[config.mk]
export PLATFORM = sky130hd
export DESIGN_NAME = trimmed_mean_battery_gauge_top
export DESIGN_NICKNAME = d
export VERILOG_FILES = /design/src/rtl/tmbg_pkg.sv /design/src/rtl/tmbg_window.sv /design/src/rtl/tmbg_level.sv /design/src/rtl/trimmed_mean_battery_gauge_top.sv
export VERILOG_INCLUDE_DIRS = /design/src /design/src/rtl
export SDC_FILE = /design/constraint.sdc
export NUM_CORES = 1
export LEC_CHECK = 0
export BUFFER_PORTS_ARGS = -buffer_cell sky130_fd_sc_hd__buf_2
export CELL_PAD_IN_SITES_DETAIL_PLACEMENT = 1
export CELL_PAD_IN_SITES_GLOBAL_PLACEMENT = 2
export CORE_ASPECT_RATIO = 1.25
export CORE_MARGIN = 4
export CORE_UTILIZATION = 37
export CTS_BUF_LIST = sky130_fd_sc_hd__clkbuf_16
export DETAILED_ROUTE_END_ITERATION = 8
export HOLD_SLACK_MARGIN = 0.06
export PLACE_DENSITY = 0.7
export SYNTH_ARGS = -nofsm -noshare
export SYNTH_HDL_FRONTEND = slang
export SYNTH_SLANG_ARGS = --single-unit
[constraint.sdc]
create_clock -name clk -period 6.1 [get_ports clk]
set_input_delay 1.22 -clock clk [delete_from_list [all_inputs] [get_ports clk]]
set_output_delay 1.22 -clock clk [all_outputs]
set_load 0.01 [all_outputs]
[src/rtl/trimmed_mean_battery_gauge_top_defines.svh]
// Assertion helpers shared by the gauge modules.
`ifndef TRIMMED_MEAN_BATTERY_GAUGE_TOP_DEFINES_SVH
`define TRIMMED_MEAN_BATTERY_GAUGE_TOP_DEFINES_SVH

// Same-cycle implication, checked on every rising clock edge outside reset.
`define TMBG_ASSERT_IMP(label, clk, rst_n, ante, cons, msg) \
    label: assert property (@(posedge clk) disable iff (!rst_n) (ante) |-> (cons)) \
        else $error(msg);

// Next-cycle implication.
`define TMBG_ASSERT_NXT(label, clk, rst_n, ante, cons, msg) \
    label: assert property (@(posedge clk) disable iff (!rst_n) (ante) |=> (cons)) \
        else $error(msg);

`endif

[src/rtl/tmbg_pkg.sv]
package tmbg_pkg;

    // Field widths
    localparam int ADC_W   = 12;
    localparam int MV_W    = 12;
    localparam int LEVEL_W = 7;
    localparam int SUM_W   = 18;
    localparam int CFG_IDX_W  = 8;
    localparam int CFG_DATA_W = 12;

    // Scaling of a converter count to millivolts: count * 3300 / 4096
    localparam int MV_FULL_SCALE = 3300;
    localparam int SCALED_W      = ADC_W + MV_W;

    // Window: 2^LOG2_KEPT kept samples plus the dropped min and max
    localparam int LOG2_KEPT  = 3;
    localparam int WINDOW_LEN = (1 << LOG2_KEPT) + 2;
    localparam int COUNT_W    = $clog2(WINDOW_LEN);
    localparam logic [MV_W-1:0] MIN_INIT = '1;

    // Level mapping
    localparam int STEP_MV     = 35;
    localparam int LEVEL_FULL  = 100;
    localparam int LEVEL_STEP  = 10;
    localparam int STEPS_FULL  = LEVEL_FULL / LEVEL_STEP;

    // Reciprocal of STEP_MV: floor(d / STEP_MV) == (d * RECIP) >> RECIP_SHIFT
    // exactly for every 12-bit d, since the rounding error stays below STEP_MV.
    localparam int RECIP_SHIFT = 24;
    localparam int RECIP_W     = RECIP_SHIFT + 1;
    localparam logic [RECIP_W-1:0] RECIP =
        RECIP_W'(((64'd1 << RECIP_SHIFT) + 64'(STEP_MV) - 64'd1) / 64'(STEP_MV));
    localparam int PROD_W = MV_W + RECIP_W;

    // Register reset values
    localparam logic [MV_W-1:0] EMPTY_MV_RESET = 12'd1700;
    localparam logic [MV_W-1:0] FULL_MV_RESET  = 12'd2050;

    // Register indexes
    typedef enum logic [CFG_IDX_W-1:0] {
        CFG_EMPTY_MV = 8'd0,
        CFG_FULL_MV  = 8'd1
    } tmbg_cfg_idx_t;

    // Closed window totals handed to the level stage
    typedef struct packed {
        logic [SUM_W-1:0] sum;
        logic [MV_W-1:0]  max;
        logic [MV_W-1:0]  min;
    } tmbg_win_t;

endpackage

[src/rtl/tmbg_window.sv]
`include "trimmed_mean_battery_gauge_top_defines.svh"

module tmbg_window
    import tmbg_pkg::*;
(
    input  logic             clk,
    input  logic             rst_n,
    input  logic             sample_valid,
    output logic             sample_stall,
    input  logic [ADC_W-1:0] adc_sample,
    output logic             win_valid,
    input  logic             win_ready,
    output tmbg_win_t        win
);

    logic [SCALED_W-1:0] scaled;
    logic                accept;
    logic                last;
    logic                take_mv;

    logic                mv_valid_reg, mv_valid_next;
    logic [MV_W-1:0]     mv_reg;
    logic [COUNT_W-1:0]  count_reg, count_next;
    logic [MV_W-1:0]     max_reg, max_next;
    logic [MV_W-1:0]     min_reg, min_next;
    logic [SUM_W-1:0]    sum_reg, sum_next;
    logic                win_valid_reg, win_valid_next;
    tmbg_win_t           win_reg, win_next;

    logic [MV_W-1:0]     max_upd;
    logic [MV_W-1:0]     min_upd;
    logic [SUM_W-1:0]    sum_upd;

    // Scale to millivolts: the product never reaches 2^24
    assign scaled = SCALED_W'(adc_sample) * SCALED_W'(MV_FULL_SCALE);

    // Handshake: the mv stage drains unless a closing item meets a full window slot
    assign last         = (count_reg == COUNT_W'(WINDOW_LEN - 1));
    assign take_mv      = mv_valid_reg && (!last || !win_valid_reg || win_ready);
    assign sample_stall = mv_valid_reg && !take_mv;
    assign accept       = sample_valid && !sample_stall;

    // Running statistics including the item in the mv stage; ties keep the old value
    assign max_upd = (mv_reg > max_reg) ? mv_reg : max_reg;
    assign min_upd = (mv_reg < min_reg) ? mv_reg : min_reg;
    assign sum_upd = sum_reg + SUM_W'(mv_reg);

    always_comb
    begin
        mv_valid_next  = accept || (mv_valid_reg && !take_mv);
        count_next     = count_reg;
        max_next       = max_reg;
        min_next       = min_reg;
        sum_next       = sum_reg;
        win_valid_next = win_valid_reg && !win_ready;
        win_next       = win_reg;
        if (take_mv)
        begin
            if (last)
            begin
                // Window closes: hand off totals, restart the accumulators
                win_valid_next = 1'b1;
                win_next.sum   = sum_upd;
                win_next.max   = max_upd;
                win_next.min   = min_upd;
                count_next     = '0;
                max_next       = '0;
                min_next       = MIN_INIT;
                sum_next       = '0;
            end
            else
            begin
                count_next = count_reg + COUNT_W'(1);
                max_next   = max_upd;
                min_next   = min_upd;
                sum_next   = sum_upd;
            end
        end
    end

    // Control state
    always_ff @(posedge clk or negedge rst_n)
    begin
        if (!rst_n)
        begin
            mv_valid_reg  <= 1'b0;
            count_reg     <= '0;
            max_reg       <= '0;
            min_reg       <= MIN_INIT;
            sum_reg       <= '0;
            win_valid_reg <= 1'b0;
        end
        else
        begin
            mv_valid_reg  <= mv_valid_next;
            count_reg     <= count_next;
            max_reg       <= max_next;
            min_reg       <= min_next;
            sum_reg       <= sum_next;
            win_valid_reg <= win_valid_next;
        end
    end

    // Payload
    always_ff @(posedge clk)
    begin
        if (accept)
        begin
            mv_reg <= scaled[ADC_W +: MV_W];
        end
        win_reg <= win_next;
    end

    assign win_valid = win_valid_reg;
    assign win       = win_reg;

    `TMBG_ASSERT_IMP(a_count_range, clk, rst_n, 1'b1,
        count_reg <= COUNT_W'(WINDOW_LEN - 1), "sample count beyond window")
    `TMBG_ASSERT_NXT(a_restart, clk, rst_n, take_mv && last,
        count_reg == '0 && sum_reg == '0 && min_reg == MIN_INIT, "window did not restart")
    `TMBG_ASSERT_IMP(a_win_order, clk, rst_n, win_valid_reg,
        win_reg.max >= win_reg.min, "window max below min")

endmodule

[src/rtl/tmbg_level.sv]
`include "trimmed_mean_battery_gauge_top_defines.svh"

module tmbg_level
    import tmbg_pkg::*;
(
    input  logic               clk,
    input  logic               rst_n,
    input  logic               win_valid,
    output logic               win_ready,
    input  tmbg_win_t          win,
    input  logic [MV_W-1:0]    empty_mv,
    input  logic [MV_W-1:0]    full_mv,
    output logic               result_valid,
    input  logic               result_stall,
    output logic [LEVEL_W-1:0] level_percent,
    output logic [MV_W-1:0]    average_mv,
    output logic               low_battery
);

    typedef struct packed {
        logic [MV_W-1:0] avg;
        logic [MV_W-1:0] diff;
        logic            below;
        logic            above;
    } trim_t;

    typedef struct packed {
        logic [PROD_W-1:0] prod;
        logic [MV_W-1:0]   avg;
        logic              below;
        logic              above;
    } quot_t;

    logic               ready_out, ready4, ready3;
    logic [SUM_W-1:0]   trimmed;
    logic [MV_W-1:0]    avg;
    logic [MV_W-1:0]    q;
    logic [LEVEL_W-1:0] level;

    logic               s3_valid_reg, s3_valid_next;
    trim_t              s3_reg, s3_next;
    logic               s4_valid_reg, s4_valid_next;
    quot_t              s4_reg, s4_next;
    logic               result_valid_reg, result_valid_next;
    logic [LEVEL_W-1:0] level_reg, level_next;
    logic [MV_W-1:0]    avg_out_reg, avg_out_next;
    logic               low_reg, low_next;

    // Stage ready chain; each stage moves when the next has room
    assign ready_out = !result_valid_reg || !result_stall;
    assign ready4    = !s4_valid_reg || ready_out;
    assign ready3    = !s3_valid_reg || ready4;
    assign win_ready = ready3;

    // Trim: drop one max and one min, average the rest
    assign trimmed = win.sum - SUM_W'(win.max) - SUM_W'(win.min);
    assign avg     = MV_W'(trimmed >> LOG2_KEPT);

    // Level from the quotient, saturated at full
    assign q = s4_reg.prod[RECIP_SHIFT +: MV_W];

    always_comb
    begin
        if (s4_reg.below)
        begin
            level = '0;
        end
        else if (s4_reg.above || q > MV_W'(STEPS_FULL))
        begin
            level = LEVEL_W'(LEVEL_FULL);
        end
        else
        begin
            level = LEVEL_W'(q) * LEVEL_W'(LEVEL_STEP);
        end
    end

    always_comb
    begin
        s3_valid_next     = s3_valid_reg;
        s3_next           = s3_reg;
        s4_valid_next     = s4_valid_reg;
        s4_next           = s4_reg;
        result_valid_next = result_valid_reg;
        level_next        = level_reg;
        avg_out_next      = avg_out_reg;
        low_next          = low_reg;

        // Output register
        if (ready_out)
        begin
            result_valid_next = s4_valid_reg;
            level_next        = level;
            avg_out_next      = s4_reg.avg;
            low_next          = (level == '0);
        end

        // Reciprocal multiply stage
        if (ready4)
        begin
            s4_valid_next = s3_valid_reg;
            s4_next.prod  = PROD_W'(s3_reg.diff) * PROD_W'(RECIP);
            s4_next.avg   = s3_reg.avg;
            s4_next.below = s3_reg.below;
            s4_next.above = s3_reg.above;
        end

        // Trim and threshold stage
        if (ready3)
        begin
            s3_valid_next = win_valid;
            s3_next.avg   = avg;
            s3_next.diff  = avg - empty_mv;
            s3_next.below = (avg < empty_mv);
            s3_next.above = (avg > full_mv);
        end
    end

    // Control state
    always_ff @(posedge clk or negedge rst_n)
    begin
        if (!rst_n)
        begin
            s3_valid_reg     <= 1'b0;
            s4_valid_reg     <= 1'b0;
            result_valid_reg <= 1'b0;
        end
        else
        begin
            s3_valid_reg     <= s3_valid_next;
            s4_valid_reg     <= s4_valid_next;
            result_valid_reg <= result_valid_next;
        end
    end

    // Payload
    always_ff @(posedge clk)
    begin
        s3_reg      <= s3_next;
        s4_reg      <= s4_next;
        level_reg   <= level_next;
        avg_out_reg <= avg_out_next;
        low_reg     <= low_next;
    end

    assign result_valid  = result_valid_reg;
    assign level_percent = level_reg;
    assign average_mv    = avg_out_reg;
    assign low_battery   = low_reg;

    `TMBG_ASSERT_IMP(a_level_range, clk, rst_n, result_valid_reg,
        level_reg <= LEVEL_W'(LEVEL_FULL), "level above full")
    `TMBG_ASSERT_NXT(a_s3_hold, clk, rst_n, s3_valid_reg && !ready4,
        s3_valid_reg && $stable(s3_reg), "trim stage lost its item")
    `TMBG_ASSERT_NXT(a_s4_hold, clk, rst_n, s4_valid_reg && !ready_out,
        s4_valid_reg && $stable(s4_reg), "quotient stage lost its item")

endmodule

[src/rtl/trimmed_mean_battery_gauge_top.sv]
// Battery level gauge from raw 12-bit converter samples.
// Sample channel: sample_valid / sample_stall with adc_sample; one item per cycle
// is taken while the pipeline has room. Each sample is scaled to millivolts and
// folded into a running min, max and sum over a window of 2^LOG2_KEPT + 2 samples.
// Result channel: result_valid / result_stall with level_percent, average_mv and
// low_battery; one result per closed window, none for the other samples.
// Path: a result follows the window's last sample through the scale register,
// window close, trim/compare, reciprocal multiply, then the output register.
// Throughput: one sample per cycle while sample_stall is low, set by the accumulate
// loop on min, max and sum; a result costs one pass of the 3-stage level pipeline.
// Stall: a waiting result holds its output register; the stages behind it keep
// filling, and sample_stall rises only when a closing sample finds no room.
// Config: cfg_valid / cfg_ready write port, always ready; index 0 is empty_mv,
// index 1 is full_mv, other indexes are ignored.
// Reset: thresholds return to 1700 mV and 2050 mV, the window restarts empty and
// all stages are cleared; no sweep is needed.
module trimmed_mean_battery_gauge_top
    import tmbg_pkg::*;
(
    input  logic                  clk,
    input  logic                  rst_n,
    input  logic                  sample_valid,
    output logic                  sample_stall,
    input  logic [ADC_W-1:0]      adc_sample,
    output logic                  result_valid,
    input  logic                  result_stall,
    output logic [LEVEL_W-1:0]    level_percent,
    output logic [MV_W-1:0]       average_mv,
    output logic                  low_battery,
    input  logic                  cfg_valid,
    output logic                  cfg_ready,
    input  logic [CFG_IDX_W-1:0]  cfg_index,
    input  logic [CFG_DATA_W-1:0] cfg_data
);

    logic            win_valid;
    logic            win_ready;
    tmbg_win_t       win;
    logic [MV_W-1:0] empty_mv_reg, empty_mv_next;
    logic [MV_W-1:0] full_mv_reg, full_mv_next;

    // Threshold registers
    assign cfg_ready = 1'b1;

    always_comb
    begin
        empty_mv_next = empty_mv_reg;
        full_mv_next  = full_mv_reg;
        if (cfg_valid)
        begin
            case (cfg_index)
                CFG_EMPTY_MV: empty_mv_next = MV_W'(cfg_data);
                CFG_FULL_MV:  full_mv_next  = MV_W'(cfg_data);
                default:      ;
            endcase
        end
    end

    always_ff @(posedge clk or negedge rst_n)
    begin
        if (!rst_n)
        begin
            empty_mv_reg <= EMPTY_MV_RESET;
            full_mv_reg  <= FULL_MV_RESET;
        end
        else
        begin
            empty_mv_reg <= empty_mv_next;
            full_mv_reg  <= full_mv_next;
        end
    end

    // Scale and window accumulation
    tmbg_window u_window (
        .clk          (clk),
        .rst_n        (rst_n),
        .sample_valid (sample_valid),
        .sample_stall (sample_stall),
        .adc_sample   (adc_sample),
        .win_valid    (win_valid),
        .win_ready    (win_ready),
        .win          (win)
    );

    // Trimmed mean and level mapping
    tmbg_level u_level (
        .clk           (clk),
        .rst_n         (rst_n),
        .win_valid     (win_valid),
        .win_ready     (win_ready),
        .win           (win),
        .empty_mv      (empty_mv_reg),
        .full_mv       (full_mv_reg),
        .result_valid  (result_valid),
        .result_stall  (result_stall),
        .level_percent (level_percent),
        .average_mv    (average_mv),
        .low_battery   (low_battery)
    );

endmodule
* Word-level counts from Yosys, hierarchy flattened
Cells that the tools add are included.
** Storage, ports and cells
- Bits in latches :: 0
- Register bits after elaboration :: 216
- Input port bits :: 37
- Bits in read-only memories :: 0
- Output and inout bits :: 23
- Bits in writable memories :: 0
- Memories :: 0
** Operators by class
- Reduce and logical (&&, ||, !) cells :: 25
- Muxes and demuxes :: 10
- Shifts and indexed selects :: 0
- Divide/modulo/power cells :: 0
- Bitwise operators :: 0
- Magnitude comparators :: 5
- Equal/unequal tests :: 2
- $add $sub $neg :: 5
- Multiply operators :: 3
** Operator list (number)
- $mux 12 :: 4
- $mul 12x18->30 const B :: 1
- $sub 15x12->15 :: 2
- $gt 12x12->1 :: 2
- $lt 12x12->1 :: 2
- $mul 12x10->22 const B :: 1
- $add 18x12->18 :: 1
- $mux 18 :: 1
- $mux 7 :: 2
- $sub 12x12->12 :: 1
- $logic_not 1->1 :: 9
- $eq 8x1->1 const B :: 1
- $logic_not 8->1 :: 1
- $gt 7x4->1 const B :: 1
- $logic_not 7->1 :: 1
- $logic_or 1x1->1 :: 7
- $mul 7x3->6 const B :: 1
- $reduce_and 2->1 :: 3
- $add 4x1->4 const B :: 1
- $eq 4x4->1 const B :: 1
- $logic_and 1x1->1 :: 4
- $mux 4 :: 1
- $mux 1 :: 2

* Longest topological paths before layout
Gate-level depths: netlist of run 1.
- Depth after elaboration :: 11
- Depth in mapped cells :: 17
- Mapped depth without buffers :: 17

* By module
A second synthesis of run 1 with hierarchy kept.
** Second synthesis, totals
- Cell total of the unflattened synthesis :: 1315
- Area, all modules :: 15097.0 µm²
** Modules (own cells, without submodules)
- tmbg_window :: instances 1, cells an instance 640, area each 7153.1 µm²
- tmbg_level :: instances 1, cells an instance 618, area each 6959.2 µm²
- trimmed_mean_battery_gauge_top :: instances 1, cells an instance 57, area each 984.7 µm²

* Worst setup path after synthesis of run 1
No wires, ideal clock.
- Kind :: input to register
- Start :: input port adc_sample[5]
- End :: register u_window.mv_reg[9] (data pin)
- Arrival :: 5364 ps
- Buffers on the path :: 0
- Setup slack :: 574 ps
- Stages :: 16
- Cells stage by stage :: ha_1 > inv_1 > fa_1 > fa_1 > inv_1 > fa_1 > inv_1 > fa_1 > inv_1 > ha_1 > nand3_1 > o21ai_1 > a31oi_1 > o21ba_2 > or4b_1 > o2111ai_1
** Between the ends
- Word-level cells in the longest chain between the ends :: 1
** RTL lines
- start: declaration :: RTL line trimmed_mean_battery_gauge_top.sv:24 : input logic [ADC_W-1:0] adc_sample,
- $mul 12x10->22 :: RTL line tmbg_window.sv:35 : assign scaled = SCALED_W'(adc_sample) * SCALED_W'(MV_FULL_SCALE);
- via u_window.scaled[21] :: RTL line tmbg_window.sv:16 : logic [SCALED_W-1:0] scaled;
- end signal: assignment :: RTL line tmbg_window.sv:109 : mv_reg <= scaled[ADC_W +: MV_W];
- end: declaration :: RTL line tmbg_window.sv:22 : logic [MV_W-1:0] mv_reg;
The timed path passes the listed nets, and every way through them passes these cells.
A chain may end at the register's enable or synchronous reset.

* Worst setup path after layout of run 1
- Start :: register u_level.s3_reg[12] (netlist name)
- End :: register u_level.s4_reg (netlist bit u_level.q[6]) (data pin)
** Between the ends
- Word-level cells in the longest chain between the ends :: 1
** RTL lines
- start: declaration :: RTL line tmbg_level.sv:41 : trim_t s3_reg, s3_next;
- start signal: assignment :: RTL line tmbg_level.sv:139 : s3_reg <= s3_next;
- $mul 12x18->30 :: RTL line tmbg_level.sv:102 : s4_next.prod = PROD_W'(s3_reg.diff) * PROD_W'(RECIP);
- end signal: assignment :: RTL line tmbg_level.sv:140 : s4_reg <= s4_next;
- end: declaration :: RTL line tmbg_level.sv:43 : quot_t s4_reg, s4_next;
Every way passes these cells.

==> out/metrics.cfg, run 1 <==
[run_status]
status=completed

[finish]
drive_gt1_frac=0.1094
final_cell_mix=269 x inv_1, 234 x ha_1, 117 x edfxtp_1
final_common_cell=inv_1
fillerInstances=4335
fin_cells=1887
largest_reg_flops=39
nNetsFinal=1748
regArea_mm2=0.005339
synthToLayoutAreaGrowth_pct=10.64
num_antenna_cells=0
multiInputGateArea_mm2=0.008229

[drt]
routed_wl_um=34770
drcViolationCount=0
drt_iter0_drc=310
vias_per_cell=5.001
ant_nets=0
wl_per_cell_um=18.43
first_pass_iters=4
vias=9436

[synthesis]
synth_area_mm2=0.01464
synth.top_cell.area_share=0.2401
yosys_warnings=0
synth_flop_cell=edfxtp_1
ys_ff_latch=189
synth_edf_count=117
synthArstFlopShare=0.3810
synth_area_leaders=edfxtp_1 24%, ha_1 20%, fa_1 14%, dfrtp_1 9.1%, inv_1 6.9%
synth_nets=1682
syn_avg_cell_area_um2=11.17
synth.yosys.seq_area_share=0.3648
synth_top_area_cell=edfxtp_1
post_synth_inst_count=1310
ys_types=64

[worst_setup_path]
crit_path_start=u_level.s3_reg[12]$_DFFE_PP_
cp_max_fo=7
slowest_delay_ps=560
crit_type=flop to flop
crit_cells=18
cpLargestDelayFamily=adder cells
reg2reg_depth=18
cp.required_ps=6310
worstPathCellList=ha_1 > inv_1 > fa_1 > inv_1 > fa_1 > inv_1 > fa_1 > inv_1 > ha_1 > ha_1 > and3_1 > a221o_1 > a21oi_2 > a31oi_1 > buf_4 > o41a_1 > or4_1 > and3_1
cp-end-kind=flop
start_kind=flop
reg2reg_setup_slack_ps=570
cp.arrival_ps=5740
rr_startpoint=u_level.s3_reg[12]$_DFFE_PP_
rr_endpoint=u_level.q[6]$_DFFE_PP_
crit_end=u_level.q[6]$_DFFE_PP_
path_common_cell=inv_1
critical_path_buf_inv_count=5
slowest_stage=edfxtp_1

[sta]
holdWs_ps=425.4
tightest_slew_ps=1195
skew_ps=16.75
finalMaxSlewViolations=0
hold_viol_final=0
slew_headroom=0.1993
fin_crit_sh=0.9068
tns_ps=0
min_period_ps=5532
setup_viol=0
max_freq_mhz=180.8
rsz0062_at_grt=no

[cts]
htree_num_levels=4
clock_tree.root_cell=clkbuf_16
cts_tree=done
cts_resized=0
cts_setup_buffers=0
clk_latency_ps=450
cts_hold_buffers=0
cts_inserted_buffers=17
clock_path_buffers=2
cts_sinks=189
path_clk_slew_ps=90

[grt]
antenna_found_initial=0
grt_start_max_net_pins=47
grt_usage=0.1687
grt.overflow.total=0
grt_pass1_wl_um=56100
grt_pass1_vias=10610

[place]
placed_cells=1855
gp_routability_congestion=0.8201
hpwl_um=28880
io_buffers=57

[flow_run]
drv_cap=0

[floorplan]
start_util=0.3741
dieArea_mm2=0.04282
fp.dieW_um=185.9
io_pins=60
die_y_um=230.4
core_area_mm2=0.03912
core.rowCount=81

[worst_hold_path]
min_path_type=flop to flop

## routing by layer
layer	up-vias	part of all wire	track usage
met3	29	0.015	0.02002
met1	4733	0.40	0.1911
met4	0	0.020	0.04214
met2	72	0.56	0.3299
met5	-	0	0
li1	4602	-	-
## worst min-delay path by stage
stage                            startpoint  depth (start not counted)                              end  slack [ps]
4_1_cts         u_level.s3_reg[0]$_DFFE_PP_                          0      u_level.s4_reg[0]$_DFFE_PP_         430
5_1_grt         u_level.s3_reg[0]$_DFFE_PP_                          0      u_level.s4_reg[0]$_DFFE_PP_         430
2_1_floorplan   u_level.s4_reg[2]$_DFFE_PP_                          0  u_level.average_mv[0]$_DFFE_PP_         400
3_3_place_gp   u_level.s4_reg[10]$_DFFE_PP_                          0  u_level.average_mv[8]$_DFFE_PP_         400
3_5_place_dp    u_level.s3_reg[1]$_DFFE_PP_                          0      u_level.s4_reg[1]$_DFFE_PP_         410
6_report        u_level.s4_reg[6]$_DFFE_PP_                          0  u_level.average_mv[4]$_DFFE_PP_         430
## area by class of cell
type	instances	share of cell area
Multi-Input combinational cell	835	0.5082
Tap cell	498	0.03848
Timing Repair Buffer	64	0.02102
Sequential cell	189	0.3297
Clock inverter	15	0.01391
Clock buffer	17	0.02627
Inverter	269	0.06236
## kinds of logic (layout without fill, tap and decap cells)
logic type / Yosys count / count (layout) / share of synthesized area
adder cells (fa/ha/maj): 335 / 335 / 0.3382
buffers and inverters: 286 / 365 / 0.07386
AO/OA/AOI/OAI: 220 / 220 / 0.1028
AND/OR/NAND/NOR: 195 / 195 / 0.06600
flip-flops: 189 / 189 / 0.3648
XOR/XNOR: 59 / 59 / 0.03531
multiplexers: 24 / 24 / 0.01847
other: 2 / 2 / 0.0005131
## synthesized netlist by cell type, types with 3 or more instances
master and n:
xnor2_1 40, xor2_1 19, mux2_2 24, o211ai_1 4
nor2_1 49, clkbuf_1 14, dfrtp_1 53, inv_1 269
a21o_1 24, fa_1 101, and3_1 7, nand3_1 18
edfxtp_1 117, a21oi_1 43, a22o_1 23, nand2_1 43
o21ai_0 54, o21a_1 9, and2_1 8, nor2b_1 13
dfstp_2 19, nor3_1 14, ha_1 234, or2_2 4
o21bai_1 5, o32a_1 12, a21boi_0 3, nand2b_1 10
nor4_1 5, o21ai_1 5, nand4_1 15, a31oi_1 6
a211oi_1 5
## stage by stage
| stage | util | cell area (µm²) | setup WS, ps |
|---|---|---|---|
| 5_1_grt | 0.4139 | 16190 | 298.3 |
| 3_5_place_dp | 0.3973 | 15540 | 80.34 |
| 2_1_floorplan | - | 14640 | 574.2 |
| 4_1_cts | 0.4139 | 16190 | 544.7 |
| 6_report | 0.4139 | 16190 | 568.2 |
| 3_3_place_gp | 0.3973 | 15540 | 175.2 |
Power of run 1 is not shown: default switching activity piles up to over one toggle a cycle in this logic, so the estimate is an artifact.
==> run 2: changes to the inputs <==
Settings changed: CTS_BUF_LIST sky130_fd_sc_hd__clkbuf_16 to sky130_fd_sc_hd__clkbuf_8 sky130_fd_sc_hd__clkbuf_16, CTS_CLUSTER_SIZE set to 12, SLEW_MARGIN set to 20.
==> out/metrics.cfg, run 2 (synthesis results as in run 1) <==
[run_status]
status=completed  ; unchanged

[grt]
grt_usage=0.1687  ; unchanged
antenna_found_initial=0  ; unchanged
grt_pass1_wl_um=56100  ; unchanged
grt_start_max_net_pins=47  ; unchanged
grt.overflow.total=0  ; unchanged
grt_pass1_vias=10610  ; unchanged

[sta]
setup_viol=0  ; unchanged
tightest_slew_ps=1022  ; was 1195 ps
skew_ps=16.75  ; about the same
tns_ps=0  ; unchanged
max_freq_mhz=180.8  ; about the same
fin_crit_sh=0.9067  ; was 0.9068
worst_slack_ps=569.3  ; was 568.2 ps
slew_headroom=0.3180  ; was 0.1993
finalMaxSlewViolations=0  ; unchanged
hold_viol_final=0  ; unchanged
min_period_ps=5531  ; was 5532 ps
rsz0062_at_grt=no  ; unchanged

[floorplan]
core.rowCount=81  ; unchanged
start_util=0.3741  ; unchanged
dieArea_mm2=0.04282  ; unchanged
core_area_mm2=0.03912  ; unchanged
fp.dieW_um=185.9  ; unchanged
io_pins=60  ; unchanged
die_y_um=230.4  ; unchanged

[drt]
vias_per_cell=5.009  ; was 5.001
ant_nets=0  ; unchanged
first_pass_iters=4  ; unchanged
vias=9452  ; was 9436
drt_iter0_drc=308  ; was 310
drcViolationCount=0  ; unchanged
wl_per_cell_um=18.43  ; about the same
routed_wl_um=34780  ; was 34770 µm

[cts]
cts_tree=done  ; unchanged
clk_latency_ps=450  ; about the same
htree_num_levels=4  ; unchanged
clock_path_buffers=2  ; unchanged
clock_tree.root_cell=clkbuf_16  ; unchanged
cts_sinks=189  ; unchanged
path_clk_slew_ps=90  ; about the same
cts_resized=0  ; unchanged
cts_setup_buffers=0  ; unchanged
cts_hold_buffers=0  ; unchanged
cts_inserted_buffers=17  ; unchanged

[worst_setup_path]
path_common_cell=inv_1  ; unchanged
reg2reg_depth=18  ; unchanged
cp_max_fo=7  ; unchanged
cp.required_ps=6310  ; about the same
cp.arrival_ps=5740  ; about the same
crit_type=flop to flop  ; unchanged
worstPathCellList=ha_1 > inv_1 > fa_1 > inv_1 > fa_1 > inv_1 > fa_1 > inv_1 > ha_1 > ha_1 > and3_1 > a221o_1 > a21oi_2 > a31oi_1 > buf_4 > o41a_1 > or4_1 > and3_1  ; unchanged
start_kind=flop  ; unchanged
slowest_stage=edfxtp_1  ; unchanged
cp-end-kind=flop  ; unchanged
slowest_delay_ps=560  ; about the same

[finish]
synthToLayoutAreaGrowth_pct=10.68  ; was 10.64%
largest_reg_flops=39  ; unchanged
final_common_cell=inv_1  ; unchanged
drive_gt1_frac=0.1102  ; was 0.1094
nNetsFinal=1748  ; unchanged
final_cell_mix=269 x inv_1, 234 x ha_1, 117 x edfxtp_1  ; unchanged
multiInputGateArea_mm2=0.008235  ; was 0.008229 mm²
utilization=0.4141  ; was 0.4139
num_antenna_cells=0  ; unchanged
fillerInstances=4333  ; was 4335
regArea_mm2=0.005339  ; unchanged

[worst_hold_path]
min_path_type=flop to flop  ; unchanged
min_path_cells=0  ; unchanged

[flow_run]
drv_cap=0  ; unchanged

[place]
hpwl_um=28880  ; unchanged
pre_cts_slack_ps=80.34  ; unchanged
gp_routability_congestion=0.8201  ; unchanged
io_buffers=57  ; unchanged

run 2: cell counts in the layout (fill, tap and decap cells not counted):
Identical to the previous run, type by type.
run 2: layer usage:
metal	up-vias	wire, µm	track usage
li1	4599	-	-
met1	4744	13960	0.1911
met2	77	19520	0.3299
met3	32	494	0.02002
met4	0	805	0.04214
met5	-	0	0
run 2: path summary, 6_finish.rpt:
kind                                              start  slack, ps                                to
hold reg to reg             u_level.s4_reg[6]$_DFFE_PP_        430   u_level.average_mv[4]$_DFFE_PP_
setup / recovery           u_level.s3_reg[12]$_DFFE_PP_        570            u_level.q[6]$_DFFE_PP_
max in group asynchronous                         rst_n       4400        full_mv_reg[3]$_DFFE_PN0P_
setup reg to reg           u_level.s3_reg[12]$_DFFE_PP_        570            u_level.q[6]$_DFFE_PP_
min in group asynchronous                         rst_n        690  u_window.sum_reg[11]$_DFFE_PN0P_
hold / removal              u_level.s4_reg[6]$_DFFE_PP_        430   u_level.average_mv[4]$_DFFE_PP_
run 2: through the flow:
stage | hold WS [ps] | area (µm²) | instances
floorplan | 400.3 | 14640 | 1310
global placement | 402.4 | 15540 | 1855
detailed placement | 405.7 | 15540 | 1855
CTS | 426.2 | 16190 | 1887
global route | 429.7 | 16200 | 1887
finish | 425.4 | 16200 | 1887
run 2: worst max-delay path: cells and delay by family (launching register included):
| family | cells | cell delay (ps) |
|---|---|---|
| compound gates | 4 | 940 |
| fa+ha+maj | 6 | 2540 |
| buf+inv | 5 | 420 |
| flops | 1 | 560 |
| simple gates | 3 | 850 |
run 2: final cells by class:
| cell class | instances | area share |
|---|---|---|
| clock inverters | 15 | 0.01390 |
| multi-input cells | 835 | 0.5084 |
| flip-flops and latches | 189 | 0.3296 |
| inverters | 269 | 0.06234 |
| repair buffers | 64 | 0.02101 |
| well taps | 498 | 0.03847 |
| clock buffers | 17 | 0.02626 |
Power of run 2 is left out for the same reason.
==> run 3: changes to the inputs <==
Settings changed: CELL_PAD_IN_SITES_DETAIL_PLACEMENT 1 to 2.
==> out/metrics.cfg, run 3 (synthesis results as in run 1) <==
[finish]
synthToLayoutAreaGrowth_pct=10.75  ; was 10.68%
final_cell_mix=269 x inv_1, 234 x ha_1, 117 x edfxtp_1  ; unchanged
largest_reg_flops=39  ; unchanged
drive_gt1_frac=0.1102  ; unchanged
nNetsFinal=1748  ; unchanged
final_common_cell=inv_1  ; unchanged
num_antenna_cells=0  ; unchanged
fillerInstances=4125  ; was 4333

[drt]
vias=9752  ; was 9452
routed_wl_um=38980  ; was 34780 µm
ant_nets=0  ; unchanged
drt_iter0_drc=321  ; was 308
first_pass_iters=4  ; unchanged
wl_per_cell_um=20.66  ; was 18.43 µm
drcViolationCount=0  ; unchanged
vias_per_cell=5.168  ; was 5.009

[worst_setup_path]
cp-end-kind=flop  ; unchanged
cp.arrival_ps=5800  ; was 5740 ps
cp.required_ps=6320  ; was 6310 ps
cp_max_fo=7  ; unchanged
crit_type=flop to flop  ; unchanged
start_kind=flop  ; unchanged

[grt]
grt_pass1_vias=11500  ; was 10610
grt_usage=0.1893  ; was 0.1687
antenna_found_initial=0  ; unchanged
grt_pass1_wl_um=62670  ; was 56100 µm
grt.overflow.total=0  ; unchanged
grt_start_max_net_pins=47  ; unchanged

[floorplan]
fp.dieW_um=185.9  ; unchanged
die_y_um=230.4  ; unchanged
io_pins=60  ; unchanged
start_util=0.3741  ; unchanged
core.rowCount=81  ; unchanged
core_area_mm2=0.03912  ; unchanged
dieArea_mm2=0.04282  ; unchanged

[cts]
clk_latency_ps=460  ; was 450 ps
cts_setup_buffers=0  ; unchanged
cts_inserted_buffers=17  ; unchanged
cts_sinks=189  ; unchanged
cts_hold_buffers=0  ; unchanged
clock_tree.root_cell=clkbuf_16  ; unchanged
clock_path_buffers=2  ; unchanged
cts_resized=0  ; unchanged
path_clk_slew_ps=90  ; about the same
htree_num_levels=4  ; unchanged
cts_tree=done  ; unchanged

[run_status]
status=completed  ; unchanged

[sta]
skew_ps=20.66  ; was 16.75 ps
max_freq_mhz=179.3  ; was 180.8 MHz
tightest_slew_ps=988.2  ; was 1022 ps
hold_viol_final=0  ; unchanged
setup_viol=0  ; unchanged
slew_headroom=0.3368  ; was 0.3180
tns_ps=0  ; unchanged
finalMaxSlewViolations=0  ; unchanged
rsz0062_at_grt=no  ; unchanged
fin_crit_sh=0.9142  ; was 0.9067
min_period_ps=5577  ; was 5531 ps

[place]
io_buffers=57  ; unchanged
gp_routability_congestion=0.8201  ; unchanged
hpwl_um=32040  ; was 28880 µm

[flow_run]
drv_cap=0  ; unchanged

[worst_hold_path]
min_path_type=flop to flop  ; unchanged

[run 3: cell count changes in the layout (fill, tap and decap cells not counted), sizes merged]
cell	before	now
inv	281	277
clkinv	3	5
bufinv	0	1
clkinvlp	0	1
[run 3: per-stage QoR]
step                        util  hold WS [ps]  setup slack [ps]  instances  area (µm²)
after floorplan                -         400.3             574.2       1310       14640
after global placement    0.3973         402.4             175.2       1855       15540
after detailed placement  0.3973         406.6             57.81       1855       15540
after CTS                 0.4141         427.3             493.3       1887       16200
after global routing      0.4143         435.9             266.0       1887       16210
final                     0.4143         425.8             523.4       1887       16210
[run 3: metal layers]
metal | vias to the layer above | track usage | share of wire
met5 | - | 0 | 0
met4 | 0 | 0.04670 | 0.019
met3 | 38 | 0.02033 | 0.013
met2 | 84 | 0.3825 | 0.59
met1 | 5034 | 0.2049 | 0.38
li1 | 4596 | - | -
[run 3: path summary, 6_finish.rpt]
path | from | to | slack, ps | cells after the start
setup reg to reg | u_level.s3_reg[12]$_DFFE_PP_ | u_level.q[6]$_DFFE_PP_ | 520 | 18
max in group asynchronous | rst_n | u_window.sum_reg[2]$_DFFE_PN0P_ | 4390 | 2
setup / recovery | u_level.s3_reg[12]$_DFFE_PP_ | u_level.q[6]$_DFFE_PP_ | 520 | 18
min in group asynchronous | rst_n | u_window.sum_reg[12]$_DFFE_PN0P_ | 690 | 1
hold reg to reg | u_level.s4_reg[6]$_DFFE_PP_ | u_level.average_mv[4]$_DFFE_PP_ | 430 | 0
hold / removal | u_level.s4_reg[6]$_DFFE_PP_ | u_level.average_mv[4]$_DFFE_PP_ | 430 | 0
[run 3: layout make-up]
type	instances	area (µm²)	area share
sequential	189	5339	0.3294
clock buffer	17	425.4	0.02624
inverter	269	1010	0.06229
clock inverter	15	231.5	0.01428
tap	498	623.1	0.03844
multi-input combinational	835	8240	0.5084
timing repair buffer	64	340.3	0.02100
[run 3: critical path: stages, from the launching register on]
cell and delay, ps:
edfxtp_1 570, ha_1 410, inv_1 70, fa_1 500, inv_1 90, fa_1 560
inv_1 60, fa_1 490, inv_1 40, ha_1 280, ha_1 330, and3_1 210
a221o_1 320, a21oi_2 160, a31oi_1 90, buf_4 160, o41a_1 380, or4_1 480
and3_1 150
Power of run 3 is left out for the same reason.
